`config.mk`:
```
export PLATFORM = sky130hd
export DESIGN_NAME = button_click_classifier_core
export DESIGN_NICKNAME = d
export VERILOG_FILES = /design/src/bcc_pkg.sv /design/src/bcc_fsm.sv /design/src/bcc_bank.sv /design/src/button_click_classifier_core.sv
export SDC_FILE = /design/constraint.sdc
export NUM_CORES = 1
export LEC_CHECK = 0
export BUFFER_PORTS_ARGS = -buffer_cell sky130_fd_sc_hd__buf_2
export CORE_MARGIN = 2
export CORE_UTILIZATION = 62
export CTS_CLUSTER_SIZE = 40
export DETAILED_ROUTE_END_ITERATION = 6
export GPL_ROUTABILITY_DRIVEN = 0
export HOLD_SLACK_MARGIN = 0.02
export PLACE_DENSITY_LB_ADDON = 0.12
export SLEW_MARGIN = 20
export SYNTH_ARGS = -nofsm -noshare
export SYNTH_HDL_FRONTEND = slang
export SYNTH_HIERARCHICAL = 1
export SYNTH_SLANG_ARGS = --single-unit
```
`constraint.sdc`:
```
create_clock -name clk -period 5.4 [get_ports clk]
set_input_delay 1.08 -clock clk [delete_from_list [all_inputs] [get_ports clk]]
set_output_delay 1.08 -clock clk [all_outputs]
set_load 0.1 [all_outputs]
```
`src/bcc_pkg.sv`:
```
// Shared types and constants for the button click classifier.
package bcc_pkg;

	// Number of keys served by the block
	localparam int unsigned NUM_KEYS = 5;

	// Field and register widths
	localparam int unsigned KEY_IDX_W = 3;
	localparam int unsigned CNT_W = 16;
	localparam int unsigned EVT_W = 3;
	localparam int unsigned CFG_W = 16;

	// Per-key press phase
	typedef enum logic [2:0] {
		PH_IDLE      = 3'd0,
		PH_DEB1      = 3'd1,
		PH_HOLD      = 3'd2,
		PH_REL       = 3'd3,
		PH_DEB2      = 3'd4,
		PH_WAIT_DBL  = 3'd5,
		PH_WAIT_LONG = 3'd6
	} phase_t;

	// Event codes
	typedef enum logic [EVT_W-1:0] {
		EV_NONE     = 3'd0,
		EV_SINGLE   = 3'd1,
		EV_DOUBLE   = 3'd2,
		EV_LONG     = 3'd3,
		EV_LONG_REL = 3'd4
	} event_t;

	// Operation codes
	typedef enum logic {
		OP_SCAN = 1'b0,
		OP_READ = 1'b1
	} op_t;

	// Configuration register indexes
	localparam logic CFG_LONG_PRESS    = 1'b0;
	localparam logic CFG_SHORT_RELEASE = 1'b1;

	// Item handed from the input stage to the key bank
	typedef struct packed {
		logic                 fire;
		op_t                  op;
		logic [KEY_IDX_W-1:0] key;
		logic                 act;
	} key_req_t;

	// Tick counter per key and thresholds
	typedef logic [CNT_W-1:0] count_t;

endpackage

```
`src/bcc_fsm.sv`:
```
// Next-state logic of the per-key press classifier.
module bcc_fsm (
	input  bcc_pkg::phase_t phase,
	input  bcc_pkg::count_t count,
	input  logic            act,
	input  bcc_pkg::count_t long_press_ticks,
	input  bcc_pkg::count_t short_release_ticks,
	output bcc_pkg::phase_t phase_nxt,
	output bcc_pkg::count_t count_nxt,
	output bcc_pkg::event_t evt
);
	import bcc_pkg::*;

	count_t count_inc;

	// Saturating tick count
	assign count_inc = (count == '1) ? count : count + count_t'(1);

	always_comb begin
		phase_nxt = phase;
		count_nxt = count;
		evt       = EV_NONE;
		unique case (phase)
			PH_DEB1: begin
				if (act) begin
					phase_nxt = PH_HOLD;
					count_nxt = '0;
				end else begin
					phase_nxt = PH_IDLE;
				end
			end
			PH_HOLD: begin
				if (!act) begin
					phase_nxt = PH_REL;
					count_nxt = '0;
				end else if (count > long_press_ticks) begin
					evt       = EV_LONG;
					phase_nxt = PH_WAIT_LONG;
				end else begin
					count_nxt = count_inc;
				end
			end
			PH_REL: begin
				if (act) begin
					phase_nxt = PH_DEB2;
				end else if (count > short_release_ticks) begin
					evt       = EV_SINGLE;
					phase_nxt = PH_IDLE;
				end else begin
					count_nxt = count_inc;
				end
			end
			PH_DEB2: begin
				// a one-tick bounce drops back to released, count kept
				if (act) begin
					evt       = EV_DOUBLE;
					phase_nxt = PH_WAIT_DBL;
				end else begin
					phase_nxt = PH_REL;
				end
			end
			PH_WAIT_DBL: begin
				if (!act) phase_nxt = PH_IDLE;
			end
			PH_WAIT_LONG: begin
				if (!act) begin
					evt       = EV_LONG_REL;
					phase_nxt = PH_IDLE;
				end
			end
			default: begin
				// idle and the unused code
				phase_nxt = act ? PH_DEB1 : PH_IDLE;
			end
		endcase
	end

endmodule

```
`src/bcc_bank.sv`:
```
// Per-key state registers, latched events and result selection.
module bcc_bank (
	input  logic              clk,
	input  logic              arst_n,
	input  bcc_pkg::key_req_t req,
	input  bcc_pkg::count_t   long_press_ticks,
	input  bcc_pkg::count_t   short_release_ticks,
	output bcc_pkg::event_t   evt_res
);
	import bcc_pkg::*;

	phase_t phase_q   [NUM_KEYS];
	count_t count_q   [NUM_KEYS];
	event_t latched_q [NUM_KEYS];

	logic   [NUM_KEYS-1:0] sel;
	logic   in_range;
	phase_t cur_phase;
	count_t cur_count;
	event_t cur_latched;
	phase_t phase_nxt;
	count_t count_nxt;
	event_t scan_evt;

	// Key decode and read of the selected key's state
	always_comb begin
		cur_phase   = PH_IDLE;
		cur_count   = '0;
		cur_latched = EV_NONE;
		for (int k = 0; k < NUM_KEYS; k++) begin
			sel[k] = (req.key == KEY_IDX_W'(k));
			if (sel[k]) begin
				cur_phase   = phase_q[k];
				cur_count   = count_q[k];
				cur_latched = latched_q[k];
			end
		end
	end

	assign in_range = |sel;

	bcc_fsm u_fsm (
		.phase               (cur_phase),
		.count               (cur_count),
		.act                 (req.act),
		.long_press_ticks    (long_press_ticks),
		.short_release_ticks (short_release_ticks),
		.phase_nxt           (phase_nxt),
		.count_nxt           (count_nxt),
		.evt                 (scan_evt)
	);

	// Result of the item: latched event on read, raised event on scan, none for a key out of range
	always_comb begin
		evt_res = EV_NONE;
		if (in_range) begin
			if (req.op == OP_READ) evt_res = cur_latched;
			else evt_res = scan_evt;
		end
	end

	// State update of the selected key
	always_ff @(posedge clk or negedge arst_n) begin
		if (!arst_n) begin
			for (int k = 0; k < NUM_KEYS; k++) begin
				phase_q[k]   <= PH_IDLE;
				count_q[k]   <= '0;
				latched_q[k] <= EV_NONE;
			end
		end else if (req.fire) begin
			for (int k = 0; k < NUM_KEYS; k++) begin
				if (sel[k]) begin
					if (req.op == OP_READ) begin
						latched_q[k] <= EV_NONE;
					end else begin
						phase_q[k] <= phase_nxt;
						count_q[k] <= count_nxt;
						if (scan_evt != EV_NONE) latched_q[k] <= scan_evt;
					end
				end
			end
		end
	end

endmodule

```
`src/button_click_classifier_core.sv`:
```
// Button click classifier: input stage, key bank and result register.
// An accepted item waits in the input stage; its result is then registered in the output register.
// Throughput: one item per cycle while the receiver does not stall; the per-key state update is one short FSM step.
// A waiting result does not block the input stage, which holds one more item.
// Reset clears all key phases, counters and latched events, and loads the
// thresholds with 1000 (long press) and 300 (short release).
module button_click_classifier_core (
	input  logic                           clk,
	input  logic                           arst_n,
	input  logic                           in_valid,
	output logic                           in_stall,
	input  logic                           operation,
	input  logic [bcc_pkg::KEY_IDX_W-1:0]  key_index,
	input  logic                           key_active,
	output logic                           out_valid,
	input  logic                           out_stall,
	output logic [bcc_pkg::EVT_W-1:0]      event_res,
	input  logic                           cfg_we,
	input  logic                           cfg_index,
	input  logic [bcc_pkg::CFG_W-1:0]      cfg_data
);
	import bcc_pkg::*;

	logic                 valid_s1;
	op_t                  op_s1;
	logic [KEY_IDX_W-1:0] key_s1;
	logic                 act_s1;
	logic                 advance;
	logic                 in_fire;
	key_req_t             req;
	event_t               evt_res;
	count_t               long_press_q;
	count_t               short_release_q;
	logic                 out_valid_q;
	event_t               event_q;

	// Handshake: the input stage moves on when the output register is free or drained
	assign advance  = !out_valid_q || !out_stall;
	assign in_stall = valid_s1 && !advance;
	assign in_fire  = in_valid && !in_stall;

	// Configuration registers
	always_ff @(posedge clk or negedge arst_n) begin
		if (!arst_n) begin
			long_press_q    <= count_t'(1000);
			short_release_q <= count_t'(300);
		end else if (cfg_we) begin
			unique case (cfg_index)
				CFG_LONG_PRESS:    long_press_q    <= cfg_data;
				CFG_SHORT_RELEASE: short_release_q <= cfg_data;
				default:           ;
			endcase
		end
	end

	// Input stage
	always_ff @(posedge clk or negedge arst_n) begin
		if (!arst_n) begin
			valid_s1 <= 1'b0;
		end else if (!in_stall) begin
			valid_s1 <= in_valid;
		end
	end

	always_ff @(posedge clk) begin
		if (in_fire) begin
			op_s1  <= op_t'(operation);
			key_s1 <= key_index;
			act_s1 <= key_active;
		end
	end

	// Key bank
	assign req.fire = valid_s1 && advance;
	assign req.op   = op_s1;
	assign req.key  = key_s1;
	assign req.act  = act_s1;

	bcc_bank u_bank (
		.clk                 (clk),
		.arst_n              (arst_n),
		.req                 (req),
		.long_press_ticks    (long_press_q),
		.short_release_ticks (short_release_q),
		.evt_res             (evt_res)
	);

	// Result register
	always_ff @(posedge clk or negedge arst_n) begin
		if (!arst_n) begin
			out_valid_q <= 1'b0;
		end else if (advance) begin
			out_valid_q <= valid_s1;
		end
	end

	always_ff @(posedge clk) begin
		if (req.fire) event_q <= evt_res;
	end

	assign out_valid = out_valid_q;
	assign event_res = event_q;

	// Assertions
	a_stall_needs_item: assert property (@(posedge clk) disable iff (!arst_n)
		in_stall |-> valid_s1)
		else $error("input stalled with empty stage");

	a_fire_fills_out: assert property (@(posedge clk) disable iff (!arst_n)
		req.fire |=> out_valid_q)
		else $error("processed item did not reach output register");

	a_event_code: assert property (@(posedge clk) disable iff (!arst_n)
		out_valid_q |-> (event_q <= EV_LONG_REL))
		else $error("result holds an undefined event code");

endmodule

```
### After elaboration in Yosys (flattened, before gate mapping)

Index checks and enable logic that the tools add are counted.

| word-level totals | value |
|---|---|
| flip-flop bits (word level) | 152 |
| bits in latches | 0 |
| bits in writable memories | 0 |
| bits in read-only memories | 0 |
| bits of input ports | 27 |
| output and inout bits | 5 |
| word-level logic and storage cells | 104 |
| memories kept | 0 |

| operators by class | value |
|---|---|
| $add $sub $neg | 1 |
| $mul | 0 |
| divide/modulo/power cells | 0 |
| $lt $le $gt $ge | 2 |
| equality and inequality tests | 11 |
| shift-type cells | 0 |
| multiplexer cells | 40 |
| bitwise gates (word level) | 2 |
| reductions and logical operators | 25 |

Operator list:

| operator | number |
|---|---|
| $mux 16 | 11 |
| $mux 3 | 20 |
| $pmux 16 s3 | 1 |
| $gt 16x16->1 | 2 |
| $reduce_and 3->1 | 10 |
| $add 16x1->16 const B | 1 |
| $eq 16x16->1 const B | 1 |
| $pmux 3 s5 | 1 |
| $eq 3x2->1 const B | 4 |
| $eq 3x3->1 const B | 4 |
| $pmux 3 s4 | 1 |
| $eq 3x1->1 const B | 2 |
| $mux 2 | 3 |
| $reduce_or 5->1 | 1 |
| $logic_not 1->1 | 4 |
| $reduce_and 2->1 | 2 |
| $logic_and 1x1->1 | 3 |
| $logic_not 3->1 | 1 |
| $mux 1 | 3 |
| $reduce_bool 3->1 | 1 |
| $not 1->1 | 2 |
| $reduce_bool 2->1 | 1 |
| $reduce_or 2->1 | 1 |
| $logic_or 1x1->1 | 1 |

### Depth between registers and ports, before layout

Gate-level depths: netlist of run 1.

| depth | value |
|---|---|
| word-level depth | 13 |
| mapped depth | 17 |
| mapped depth without buffers | 14 |

### By module

Netlist of run 1, hierarchy kept.

Modules (own cells, without submodules):

| module | instances | cells each | area each (um^2) | seq. area each (um^2) |
|---|---|---|---|---|
| bcc_bank | 1 | 325 | 5116.2 | 2752.6 |
| button_click_classifier_core | 1 | 85 | 1586.5 | 1103.6 |
| bcc_fsm | 1 | 238 | 1570.3 | 0.0 |

### Worst setup path before layout of run 1

OpenSTA, ideal clock, no wires.

| path | value |
|---|---|
| path kind | reg2reg |
| from | reg key_s1[0] |
| to | reg u_bank/latched_q[10] in the netlist's numbering |
| setup time | 125 ps |
| arrival time | 4164 ps |
| data required time | 5275 ps |
| setup slack | 1112 ps |
| cell stages (with the launch flop) | 15 |
| buffers on the path | 2 |
| period minus slack after synthesis | 4288 ps |
| cells stage by stage | edfxtp_1 > buf_6 > buf_2 > mux4_2 > a22o_1 > ha_1 > nand4_1 > or4_4 > a21oi_2 > nor3_2 > or3_1 > a21oi_1 > o41ai_2 > or4_1 > mux2_2 |

| between the ends | value |
|---|---|
| longest elaborated chain between the ends | 13 |
| elaborated cells between the ends (all ways) | 31 |
| those cells by class | order compare: 2; eq/ne: 8; mux: 17; reduce/logical: 4 |

Ends and longest elaborated chain:

| what | RTL line | text |
|---|---|---|
| start, declared | button_click_classifier_core.sv:26 | `logic [KEY_IDX_W-1:0] key_s1;` |
| start signal, assigned | button_click_classifier_core.sv:68 | `key_s1 <= key_index;` |
| $logic_not 3->1 | bcc_bank.sv:31 | `sel[k] = (req.key == KEY_IDX_W'(k));` |
| $mux 16 (4 in series) | bcc_bank.sv:32 | `if (sel[k]) begin` |
| $mux 16 * | bcc_bank.sv:32 |  |
| net u_bank.cur_count[13] | bcc_bank.sv:19 | `count_t cur_count;` |
| $gt 16x16->1 (on tied branches) | bcc_fsm.sv:46, bcc_fsm.sv:36 |  |
| $mux 1 or $mux 2 (tied branches) | bcc_fsm.sv:46, bcc_fsm.sv:36 |  |
| $mux 1 or $mux 2 (tied branches) | bcc_fsm.sv:44, bcc_fsm.sv:33 |  |
| $pmux 3 s4 * | bcc_fsm.sv:23 | `unique case (phase)` |
| net u_bank.scan_evt[0] | bcc_bank.sv:23 | `event_t scan_evt;` |
| $reduce_bool 3->1 * | bcc_bank.sv:78 | `if (scan_evt != EV_NONE) latched_q[k] <= scan_evt;` |
| $reduce_bool 2->1 (no source line) * | - |  |
| $reduce_and 3->1 (no source line) * | - |  |
| end signal, assigned by index | bcc_bank.sv:78 |  |
| end, declared | bcc_bank.sv:14 | `event_t latched_q [NUM_KEYS];` |

The timed path passes the listed nets; every way through them passes the cells marked *. The select of a mux whose other input is x is not followed.
A chain may end at the register's enable or synchronous reset.

### Worst setup path after layout of run 1

| path | value |
|---|---|
| from | reg key_s1[1] |
| to | reg u_bank/count_q[64] in the netlist's numbering |

| between the ends | value |
|---|---|
| longest elaborated chain between the ends | 11 |
| elaborated cells between the ends (all ways) | 30 |
| those cells by class | add/sub: 1; order compare: 2; eq/ne: 8; mux: 17; reduce/logical: 2 |

Ends and longest elaborated chain:

| what | RTL line | text |
|---|---|---|
| $logic_not 3->1 | bcc_bank.sv:31 |  |
| $mux 16 (4 in series) | bcc_bank.sv:32 |  |
| $mux 16 * | bcc_bank.sv:32 |  |
| net u_bank.cur_count[13] | bcc_bank.sv:19 |  |
| parallel branches: the longest is 4 deep, another holds $gt 16x16->1 | - |  |
| $pmux 16 s3 * | bcc_fsm.sv:23 |  |
| net u_bank.count_nxt[0] | bcc_bank.sv:22 | `count_t count_nxt;` |
| end signal, assigned by index | bcc_bank.sv:77 | `count_q[k] <= count_nxt;` |
| end, declared | bcc_bank.sv:13 | `count_t count_q [NUM_KEYS];` |

Mark *: on every way through the listed nets, which the timed path passes.

==> results.txt, run 1 <==
The flow ran to the end, and the final reports show no timing, DRC or antenna violations. The gate family responsible for the most delay along the worst path is compound AO/OA/AOI/OAI gates. By startpoint and endpoint, the worst setup path is classified as flop to flop. The leakage power figure came out at about 4.4 nW.

The clock net sink count is 152. The CTS H-tree depth came out at 4. The vias per cell is 6.17. The slowest cell on the critical path is nor2_2. The initial DRC count came out at between 300 and 400. The setup TNS is 0 ns.

The maximum vdd ir drop came out at approximately 0.28 mV. The type of destination of the critical path is a flop. The final period demand of the worst path is 4.74 ns. The critical path buffer and inverter count came out at 2. The number of hold violations in the final report is 0. The clock network is responsible for 41.8% of the overall power. Counting flops with a built-in enable in the synthesized netlist gives 8. During placement, the flow inserted port buffers numbering 31. By area the synthesized netlist is led by dfrtp_1 41%, mux2_2 17%, mux4_2 5.2%. The power per unit of standard cell area is 295 mW/mm2.

The total clock buffers created by CTS came out at 17. The routed length per placed instance is 20.2 um. The tree is rooted in a clkbuf_16. The data arrival time of the critical path came out at a little over 5 ns.

The number of setup violations in the final report came out at 0. Among the stages of the critical path, the cell type that occurs most often is a21o_1. Summing all non-filler instances in the final layout gives an area of 0.00914 mm2. The cell taking the most area after synthesis is dfrtp_1.

The initial antenna violation count came out at 0. The required time of the critical path is 5.76 ns. After synthesis, the netlist uses 62 different library cells. The fmax came out at 211 MHz. The DRC violations left came out at 0. The area growth from synthesis to layout is 10.4%.

The switching share of power is 25.9%. Among all flip-flop cells after synthesis, the most frequent one is dfrtp_1. The vertical die dimension came out at 120 um. The count of standard-cell rows is 42. The worst-case clock buffer depth came out at 2.

The analysis attributes to net switching a power of ~0.7 mW. In this run the worst hold path is classified as flop to flop. The total global-route track usage came out at 26.5%. The wire length of the first global-routing pass came out at 29200 um.

The first TritonRoute pass finished after 5 iterations. The number of nets in the finished design is approximately 750. The post-layout total power is 2.70 mW. After global routing the overflow that remains totals 0. The post-placement cell area came out at 0.00854 mm2.

The register clock-pin slew on the reported worst setup and hold paths is 0.06 ns. The number of global-route vias before repair came out at 5692. The routed via count is 5402.

The fraction of layout cells with a size suffix above 1 is about 40%. The die area is 0.0143 mm2. Setup repair after global routing left no endpoint under its margin. The clock insertion delay at the later pin of the skew report came out at 0.42 ns. The horizontal extent of the die came out at ~120 um. The effective utilization at floorplan is 63.0%.

The post-cts resize count came out at 0. The wire-length estimate of the detail-placed layout is approximately 12000 um. Counting instances in the post-synthesis netlist gives the leading cell types as 134 x dfrtp_1, 122 x mux2_2, 43 x inv_1.

The largest net degree at the start of global routing came out at 109. The number of primary I/O pins is 32. The part of the total power dissipated in combinational logic is 11.8%.

The cts-stage hold buffer count came out at 0. Traced cell by cell, the critical path runs through nand2b_1 > nor2_2 > a22o_1 > buf_4 > ha_1 > a21o_1 > a21o_1 > a221o_1 > o31a_1 > or3_4 > o31ai_4 > buf_6 > nand2_1 > a31oi_1 > mux2_2. The proportion of register bits with asynchronous set or reset after synthesis came out at 94.7%. The area fraction of the dominant cell type after synthesis is 40.5%.

The critical-path maximum fanout came out at 17. The delay of the slowest cell on the worst path is 0.65 ns. STA classifies the critical path startpoint as a flop. The worst clock skew on the final layout came out at between 0.007 and 0.008 ns. The aggregate routed wire length is 17700 um. The CTS tree is built. The share of the yosys chip area belonging to registers is 46.6%. The count of filler cells inserted in the layout came out at between 900 and 1k. The synthesis-stage register bit count came out at ~150.

The sequential group share of total power came out at approximately 46%. The max-slew violation count is 0. The average instance area after synthesis is roughly 13 um2. Synthesis produced a netlist whose cell count is 648.

The post-CTS setup repair buffer count is 0. In this run the remaining antenna-violating nets after routing total 0. Max-cap violations in this run came to 0.

The area of the core region is ~0.013 mm2. The cell area that synthesis handed to floorplanning was 0.00827 mm2. The library cell with the highest instance count after synthesis is dfrtp_1. The relative max-transition margin is approximately a third. The post-route clock period utilization came out at 87.7%. For the pin with the worst max-slew slack, the measured transition is 0.975 ns.

The synthesized net count came out at 708. The internal power summed over all cells is 2.00 mW. The count of antenna diodes in the layout is 0. During synthesis, Yosys emitted a total of 6 warnings.
-- per-stage QoR --
stage               util (%)  cells  hold slack, ns  setup WS, ns
CTS                     69.3    874           0.486         0.573
global placement        65.0    842           0.456         0.808
floorplan                  -    648           0.443          1.11
global route            69.5    876           0.497         0.380
detailed placement      65.0    842           0.472         0.604
finish                  69.5    876           0.481         0.663
-- power by group through the flow --
| stage | clock [mW] | combinational (mW) | sequential [mW] |
|---|---|---|---|
| 2_1_floorplan | 0 | 0.224 | 1.28 |
| 3_3_place_gp | 0 | 0.305 | 1.27 |
| 3_5_place_dp | 0 | 0.316 | 1.27 |
| 4_1_cts | 1.15 | 0.318 | 1.25 |
| 5_1_grt | 1.20 | 0.347 | 1.26 |
| 6_report | 1.13 | 0.318 | 1.25 |
-- cell type report --
| class | instances | area, um2 | share of cell area, % |
|---|---|---|---|
| Sequential cell | 152 | 3860 | 42.2 |
| Clock inverter | 12 | 119 | 1.30 |
| Multi-Input combinational cell | 425 | 4020 | 44.0 |
| Inverter | 43 | 161 | 1.77 |
| Clock buffer | 20 | 447 | 4.89 |
| Tap cell | 176 | 220 | 2.41 |
| Timing Repair Buffer | 48 | 313 | 3.42 |
-- cells in the final DEF (no fill, tap or decap), types with 10 or more instances in the layout --
| cell type | count |
|---|---|
| a31oi_1 | 15 |
| buf_2 | 30 |
| dfstp_2 | 10 |
| a22o_1 | 19 |
| nand2_1 | 25 |
| ha_1 | 33 |
| nand2b_1 | 13 |
| mux4_2 | 19 |
| buf_4 | 14 |
| mux2_2 | 122 |
| a21oi_1 | 22 |
| mux2_4 | 20 |
| nand3_1 | 17 |
| clkbuf_16 | 17 |
| nor2_1 | 15 |
| o21ai_0 | 13 |
| inv_1 | 43 |
| dfrtp_1 | 134 |
-- logic make-up after synthesis --
family	synth area share (%)
AO/OA/AOI/OAI	9.27
flip-flops	46.6
AND/OR/NAND/NOR	8.55
multiplexers	25.8
adder cells (fa/ha/maj)	4.99
buffers and inverters	4.81
-- per-layer routing --
layer  up-vias  global-route usage (%)  wire length [um]
met2       164                    42.8              8600
met5         -                       0                 0
met3        39                    6.46               815
met4         0                    11.3               553
met1      2719                    34.3              7720
li1       2480                       -                 -
-- registers in the layout (all words and copies together), names as in the netlist, 3 cells and up --
| signal | count |
|---|---|
| u_bank/latched_q | 15 |
| event_res | 3 |
| u_bank/count_q | 80 |
| key_s1 | 3 |
| short_release_q | 16 |
| long_press_q | 16 |
| u_bank/phase_q | 15 |
-- worst reg2reg max path: cells and delay by family (launching register included) --
| family | cells | cell delay (ns) |
|---|---|---|
| AO/OA/AOI/OAI | 7 | 1.98 |
| AND/OR/NAND/NOR | 4 | 1.37 |
| buffers and inverters | 2 | 0.42 |
| flip-flops | 1 | 0.38 |
| multiplexers | 1 | 0.27 |
| adder cells (fa/ha/maj) | 1 | 0.25 |
-- path summary, 6_finish.rpt --
kind	startpoint	to	slack [ns]	cells past startpoint
worst max-delay path	key_s1[1]$_DFFE_PP_	u_bank/count_q[64]$_DFFE_PN0P_	0.66	15
worst min-delay path	valid_s1$_DFFE_PN0N_	out_valid$_DFFE_PN0P_	0.48	1
worst max register to register	key_s1[1]$_DFFE_PP_	u_bank/count_q[64]$_DFFE_PN0P_	0.66	15
worst min register to register	valid_s1$_DFFE_PN0N_	out_valid$_DFFE_PN0P_	0.48	1
max in group asynchronous	arst_n	short_release_q[8]$_DFFE_PN1P_	3.61	2
min in group asynchronous	arst_n	long_press_q[2]$_DFFE_PN0P_	0.76	1
No activity file was read; power rests on OpenSTA's default activity.
==> run 2: changes to the inputs <==
CORE_UTILIZATION = 56   (was 62)
clock period = 4.05 ns   (was 5.4 ns; I/O delays follow)
==> run 2 against run 1 <==
Effect of this change:
- the run now ends with setup timing left
- critical path depth shrank 1
- count of clock-buffer cells in the layout shrank 1
- final cell count grew 7.9%
- flip-flop and latch count is the same
- sequential power grew 34%
- via count grew 5.4%
- register-to-register slack lost 0.83 ns
- first-iteration DRC count grew 7.3%
- clock skew grew 0.0076 ns
- global-route usage shrank 0.95 points
- cell area grew 10%
- combinational power grew 60%
- critical path type unchanged
- largest cell class unchanged
- highest routed layer unchanged
==> results.txt, run 2 (synthesized netlist as in run 1, its figures left out) <==
The fmax is 237 MHz (+12%). The initial DRC count came to 426 (+7.3%). The final core utilization was 69.6% (+0.11 points). The final period demand of the worst path came out at 4.22 ns (-0.517 ns). The DRC violations left is 0 (unchanged). The die area is 0.0158 mm2 (+10%). The detailed-placement wirelength estimate is 12700 um (+2.9%). The number of nets in the finished design came out at 808 (+8.2%).

The total grt overflow was 0 (unchanged). The hold slack was 0.451 ns (-0.0304 ns). The post-route clock period utilization came out at 104% (+16 points). The worst slack at placement is -0.405 ns (-1.01 ns).

The leakage power figure is 4.85 nW (+10%). The critical path is of the flop to flop type. The cts-stage hold buffer count came to 0 (unchanged). The register clock-pin slew on the reported worst setup and hold paths is 0.07 ns (about the same).

The routed via count is 5694 (+5.4%). The worst reg2reg path depth was 14 (-1). The library cell used most frequently in the layout, excluding fill and tap cells, is dfrtp_1.

The count of max-cap constraint violations came to 0 (unchanged). The count of antenna diodes in the layout was 0 (unchanged). The worst clock skew on the final layout is 0.0153 ns (+0.00758 ns). The number of non-filler instances in the completed layout is 945 (+7.9%). The final non-filler cell area was 0.0101 mm2 (+10%).

TritonCTS built the clock tree. The count of filler cells inserted in the layout came out at 1010 (+7.8%). The effective utilization at floorplan came out at 57.1% (-5.8 points). The power per unit of standard cell area came out at 381 mW/mm2 (+29%).

The smallest setup slack after layout came out at -0.170 ns (-0.833 ns). The total clock buffers created by CTS came to 17 (unchanged). STA classifies the critical path startpoint as a flop. The area of the core region was 0.0145 mm2 (+10%).

The fraction of layout cells with a size suffix above 1 came out at 48.5% (+9.6 points). The class of the worst hold path is primary input to async pin. The slew at the pin closest to its max-slew limit is 1.03 ns (+0.0533 ns). The count of standard-cell rows was 44 (+4.8%). The detailed-router iteration count before antenna repair came out at 5 (unchanged).

The number of flip-flops in the largest register was 80 (unchanged). The number of global-route vias before repair is 6069 (+6.6%). The number of port buffers was 31 (unchanged). The max-slew violation count is 0 (unchanged). The sequential cell area is 0.00386 mm2 (unchanged). The register ranked first by flip-flop count is u_bank/count_q. The area of combinational cells with multiple inputs is 0.00437 mm2 (+8.8%). The vias per cell is 6.03 (-2.3%). The horizontal extent of the die came out at 126 um (+5.0%). The wire length of the first global-routing pass came out at 31500 um (+8.0%).

The growth of design area from synthesis to finish came out at 21.9%. The final reports fail on setup timing. The number of routed nets with antenna violations came out at 0 (unchanged). The vertical die dimension came out at 126 um (+5.0%). The required time of the critical path is 4.36 ns (-1.40 ns). The relative max-transition margin is 31.4% (-3.6 points). The flow ran to the end, but the final reports show violations. The worst setup slack for register-to-register paths came out at -0.17 ns (-0.83 ns). The clock insertion delay at the later pin of the skew report came out at 0.43 ns (about the same). In the final layout, the registers with the most flip-flops are u_bank/count_q: 80 flops, long_press_q: 16 flops, short_release_q: 16 flops. The critical-path maximum fanout came out at 6 (-11). The post-placement cell area was 0.00891 mm2 (+4.3%). The clock net sink count is 152 (unchanged). The maximum vdd ir drop came out at 0.329 mV (+16%). The CTS H-tree depth came out at 4 (unchanged).

The worst setup path is captured at a flop. The initial antenna violation count was 0 (unchanged). The largest net degree at the start of global routing came out at 90 (-17%). The reg-to-reg critical path startpoint is key_s1[0]$_DFFE_PP_. The number of primary I/O pins is 32 (unchanged). The data arrival time of the critical path came to 4.53 ns (-0.57 ns). The routed length per placed instance came to 20.6 um (+1.8%). Setup repair after global routing could not meet its margin everywhere. The total global-route track usage came to 25.5% (-0.95 points). The number of hold violations in the final report is 0 (unchanged). The number of setup violations in the final report came out at 74 (+74). In this run the critical register-to-register path is captured at u_bank/latched_q[7]$_DFFE_PN0P_. The aggregate routed wire length came out at 19400 um (+9.8%).

The top cell types in the final layout, fill and taps aside, are 134 x dfrtp_1, 110 x mux2_2, 60 x buf_4, 43 x inv_1, 32 x mux2_4. The total placed cells including tap cells came out at 889 (+5.6%). The cell sitting at the root of the clock tree is a clkbuf_16.

The worst-case clock buffer depth came out at 2 (unchanged).
==> run 2: worst max-delay path by stage <==
stage,from,endpoint,cells after the start
after global routing,key_s1[0]$_DFFE_PP_,u_bank/count_q[62]$_DFFE_PN0P_,14
after CTS,key_s1[0]$_DFFE_PP_,u_bank/latched_q[9]$_DFFE_PN0P_,13
after detailed placement,key_s1[0]$_DFFE_PP_,u_bank/count_q[28]$_DFFE_PN0P_,13
after floorplan,key_s1[1]$_DFFE_PP_,u_bank/latched_q[10]$_DFFE_PN0P_,14
after global placement,key_s1[0]$_DFFE_PP_,u_bank/count_q[28]$_DFFE_PN0P_,13
final,key_s1[0]$_DFFE_PP_,u_bank/latched_q[7]$_DFFE_PN0P_,14
==> run 2: metal layers <==
metal  global-route usage [%]  vias up  part of all wire [%]
li1                         -     2595                     -
met5                        0        -                     0
met4                     7.71        0                   1.9
met1                     33.1     2905                    43
met3                     5.35       34                   4.7
met2                     43.4      160                    50
==> run 2: report_power, final <==
part           total [mW]  internal [mW]  switching (mW)
clock                1.66           1.01           0.652
combinational       0.508          0.223           0.285
sequential           1.67           1.62          0.0480
total                3.84           2.86           0.985
==> run 2: repair_timing <==
item / 4_1_cts / 5_1_grt
cloned: 1 / 1
buffers inserted: 13 / 9
gates resized for setup: 46 / 22
pin swaps: 22 / 13
endpoints found under the setup margin: 95 / 99
==> run 2: layout make-up <==
| cell class | instances | share of cell area [%] |
|---|---|---|
| Timing Repair Buffer | 107 | 8.33 |
| Tap cell | 184 | 2.28 |
| Clock inverter | 13 | 1.68 |
| Multi-Input combinational cell | 427 | 43.4 |
| Clock buffer | 19 | 4.50 |
| Sequential cell | 152 | 38.2 |
| Inverter | 43 | 1.60 |
==> run 2: critical path: stages, from the launching register on <==
cell and delay [ns]:
edfxtp_1 0.41, buf_12 0.16, mux4_2 0.51, a22o_4 0.24
ha_1 0.30, nand4_1 0.13, or4_4 0.58, a21oi_2 0.14
nor3_2 0.07, or3_4 0.41, a21oi_4 0.20, o41ai_4 0.12
buf_4 0.16, or3_4 0.40, mux2_2 0.28
==> run 2: metrics by stage <==
stage / power (mW) / TNS [ns]
final: 3.84 / -6.22
after global routing: 3.98 / -20.42
after CTS: 3.85 / -1.58
after detailed placement: 2.14 / -23.98
after global placement: 2.13 / -20.25
after floorplan: 2.00 / 0
==> run 3: changes to the inputs <==
SKIP_CTS_REPAIR_TIMING = 1   (was not set)
==> run 3 against run 2 <==
Effect of this change:
- the run still ends with setup timing left
- hold slack got worse by 0.0052 ns
- cell area decreased by 1.1%
- maximum frequency decreased by 1.2%
- clock skew about the same
- setup slack got worse by 0.053 ns
- register-to-register slack got worse by 0.05 ns
- non-clock buffer count decreased by 6
- count of clock-buffer cells in the layout unchanged
- highest routed layer unchanged
- sequential power about the same
- first-iteration DRC count increased by 4.7%
==> results.txt, run 3 (synthesized netlist as in run 1, its figures left out) <==
The relative max-transition margin is 32.7% (+1.3 points). The max-slew violation count is 0 (unchanged). The count of standard-cell rows came out at 44 (unchanged). The leading cell type in the layout, fill and taps excluded is dfrtp_1. The clock net sink count is 152 (unchanged). The power per unit of standard cell area came out at 384 mW/mm2 (+0.77%). The worst setup path is captured at a flop. The area of the core region came out at 0.0145 mm2 (unchanged). The initial antenna violation count is 0 (unchanged). The CTS H-tree depth came to 4 (unchanged). The register clock-pin slew on the reported worst setup and hold paths is 0.06 ns (about the same). The largest registers in the layout are u_bank/count_q: 80 flops, long_press_q: 16 flops, short_release_q: 16 flops. The slew at the pin closest to its max-slew limit came to 1.01 ns (-0.0198 ns).

The min-delay analysis places its worst path in the category primary input to async pin. The hold slack came to 0.446 ns (-0.00522 ns). The final non-filler cell area came out at 0.00997 mm2 (-1.1%).

The routed via count is 5639 (-0.97%). The vias per cell is 6.01 (-0.23%). The DRC violations left came out at 0 (unchanged). The part of the total power dissipated in combinational logic came out at 12.9% (-0.3 points).

The die area came out at 0.0158 mm2 (unchanged). Counting flops per register, the top entry is u_bank/count_q. The post-placement cell area came out at 0.00891 mm2 (unchanged). The horizontal extent of the die came out at 126 um (unchanged). The detailed-router iteration count before antenna repair is 5 (unchanged). The worst setup path is of the flop to flop kind. The final period demand of the worst path is 4.27 ns (+0.0530 ns). The net switching power was 0.975 mW (-0.98%). The number of setup violations in the final report is 58 (-22%). The total global-route track usage came to 24.5% (-1.0 points). In the layout the commonest cells are 134 x dfrtp_1, 111 x mux2_2, 56 x buf_4, 43 x inv_1, 31 x mux2_4. The effective utilization at floorplan came to 57.1% (unchanged). The maximum vdd ir drop is 0.323 mV (-1.5%). The leakage power figure is 4.81 nW (-0.71%). The final core utilization came out at 68.8% (-0.80 points). The sequential cell area came out at 0.00386 mm2 (unchanged). The count of antenna diodes in the layout came out at 0 (unchanged). The cell sitting at the root of the clock tree is a clkbuf_16. The final reports fail on setup timing.

TritonCTS built the clock tree. The number of nets in the finished design was 801 (-0.87%). The internal power summed over all cells is 2.85 mW (-0.17%). The clock group share of total power is 43.4% (about the same). The growth of design area from synthesis to finish is 20.5%.

The post-route clock period utilization came out at 106% (+1.3 points). The initial DRC count is 446 (+4.7%). The clock insertion delay at the later pin of the skew report is 0.43 ns (about the same). The sequential group share of total power came to 43.6% (about the same).

The number of hold violations in the final report is 0 (unchanged). The fmax is 234 MHz (-1.2%). The number of global-route vias before repair came out at 5852 (-3.6%). The required time of the critical path was 4.37 ns (about the same). The largest net degree at the start of global routing came to 90 (unchanged). The routed length per placed instance is 20.1 um (-2.3%). The count of filler cells inserted in the layout is 1036 (+2.6%). The worst setup path is launched from a flop.

The switching share of power came to 25.5% (-0.15 points). The fraction of layout cells with a size suffix above 1 came to 46.8% (-1.7 points). The wire length of the first global-routing pass is 30300 um (-3.7%).

The aggregate routed wire length was 18800 um (-3.1%). The smallest setup slack after layout is -0.223 ns (-0.0530 ns). The total grt overflow was 0 (unchanged). The run finished, with violations left.

Setup repair after global routing could not meet its margin everywhere. The number of routed nets with antenna violations is 0 (unchanged). The count of max-cap constraint violations is 0 (unchanged). The detailed-placement wirelength estimate came out at 12700 um (unchanged).

The number of flip-flops in the largest register came to 80 (unchanged). The data arrival time of the critical path came out at 4.59 ns (+0.06 ns). The critical-path maximum fanout is 7 (+1). The total clock buffers created by CTS is 17 (unchanged). The worst clock skew on the final layout came out at 0.0149 ns (-0.000360 ns). The number of port buffers came out at 31 (unchanged). The worst-case clock buffer depth is 2 (unchanged). The number of primary I/O pins came out at 32 (unchanged). The area of combinational cells with multiple inputs is 0.00428 mm2 (-2.1%). The vertical die dimension came out at 126 um (unchanged).
==> run 3: stage by stage <==
stage / worst slack (ns) / setup TNS, ns / std cells / total power [mW]
after floorplan: 0.000325 / 0 / 648 / 2.00
after global placement: -0.338 / -20.25 / 889 / 2.13
after detailed placement: -0.405 / -23.98 / 889 / 2.14
after CTS: -0.436 / -26.62 / 921 / 3.81
after global routing: -0.354 / -19.35 / 938 / 3.97
final: -0.223 / -4.01 / 938 / 3.83
==> run 3: power groups by stage <==
stage	registers (mW)	clock network (mW)	logic (mW)
3_3_place_gp	1.69	0	0.436
6_report	1.67	1.66	0.494
4_1_cts	1.67	1.69	0.451
2_1_floorplan	1.70	0	0.301
5_1_grt	1.68	1.75	0.538
3_5_place_dp	1.70	0	0.450
==> run 3: worst max-delay path, cell delays in order, from the launching register on <==
cell and delay, ns:
edfxtp_1 0.41, buf_6 0.17, mux4_2 0.51, a22o_1 0.21, ha_1 0.31, nand4_1 0.16
or4_4 0.59, a21oi_2 0.17, nor3_4 0.06, or3_4 0.42, a21oi_4 0.17, o41ai_4 0.12
or4_4 0.54, mux2_4 0.31
==> run 3: final cells by class <==
type                            instances  area share (%)
Sequential cell                       152            38.7
Clock buffer                           19            4.56
Clock inverter                         13            1.69
Timing Repair Buffer                  101            8.17
Inverter                               43            1.62
Tap cell                              184            2.31
Multi-Input combinational cell        426            43.0
==> run 3: path summary, 6_finish.rpt <==
check / slack [ns] / startpoint / end / cells past startpoint
max in group asynchronous: 2.79 / arst_n / u_bank/count_q[6]$_DFFE_PN0P_ / 2
min in group clk: 0.48 / valid_s1$_DFFE_PN0N_ / out_valid$_DFFE_PN0P_ / 1
max reg2reg: -0.22 / key_s1[0]$_DFFE_PP_ / u_bank/latched_q[10]$_DFFE_PN0P_ / 13
min reg2reg: 0.48 / valid_s1$_DFFE_PN0N_ / out_valid$_DFFE_PN0P_ / 1
max: -0.22 / key_s1[0]$_DFFE_PP_ / u_bank/latched_q[10]$_DFFE_PN0P_ / 13
min: 0.45 / arst_n / long_press_q[2]$_DFFE_PN0P_ / 1
==> run 3: layer usage <==
metal,global-route usage (%),share of wire (%)
met1,32.4,44
met2,41.1,50
met3,5.43,5.2
met5,0,0
met4,6.80,1.4
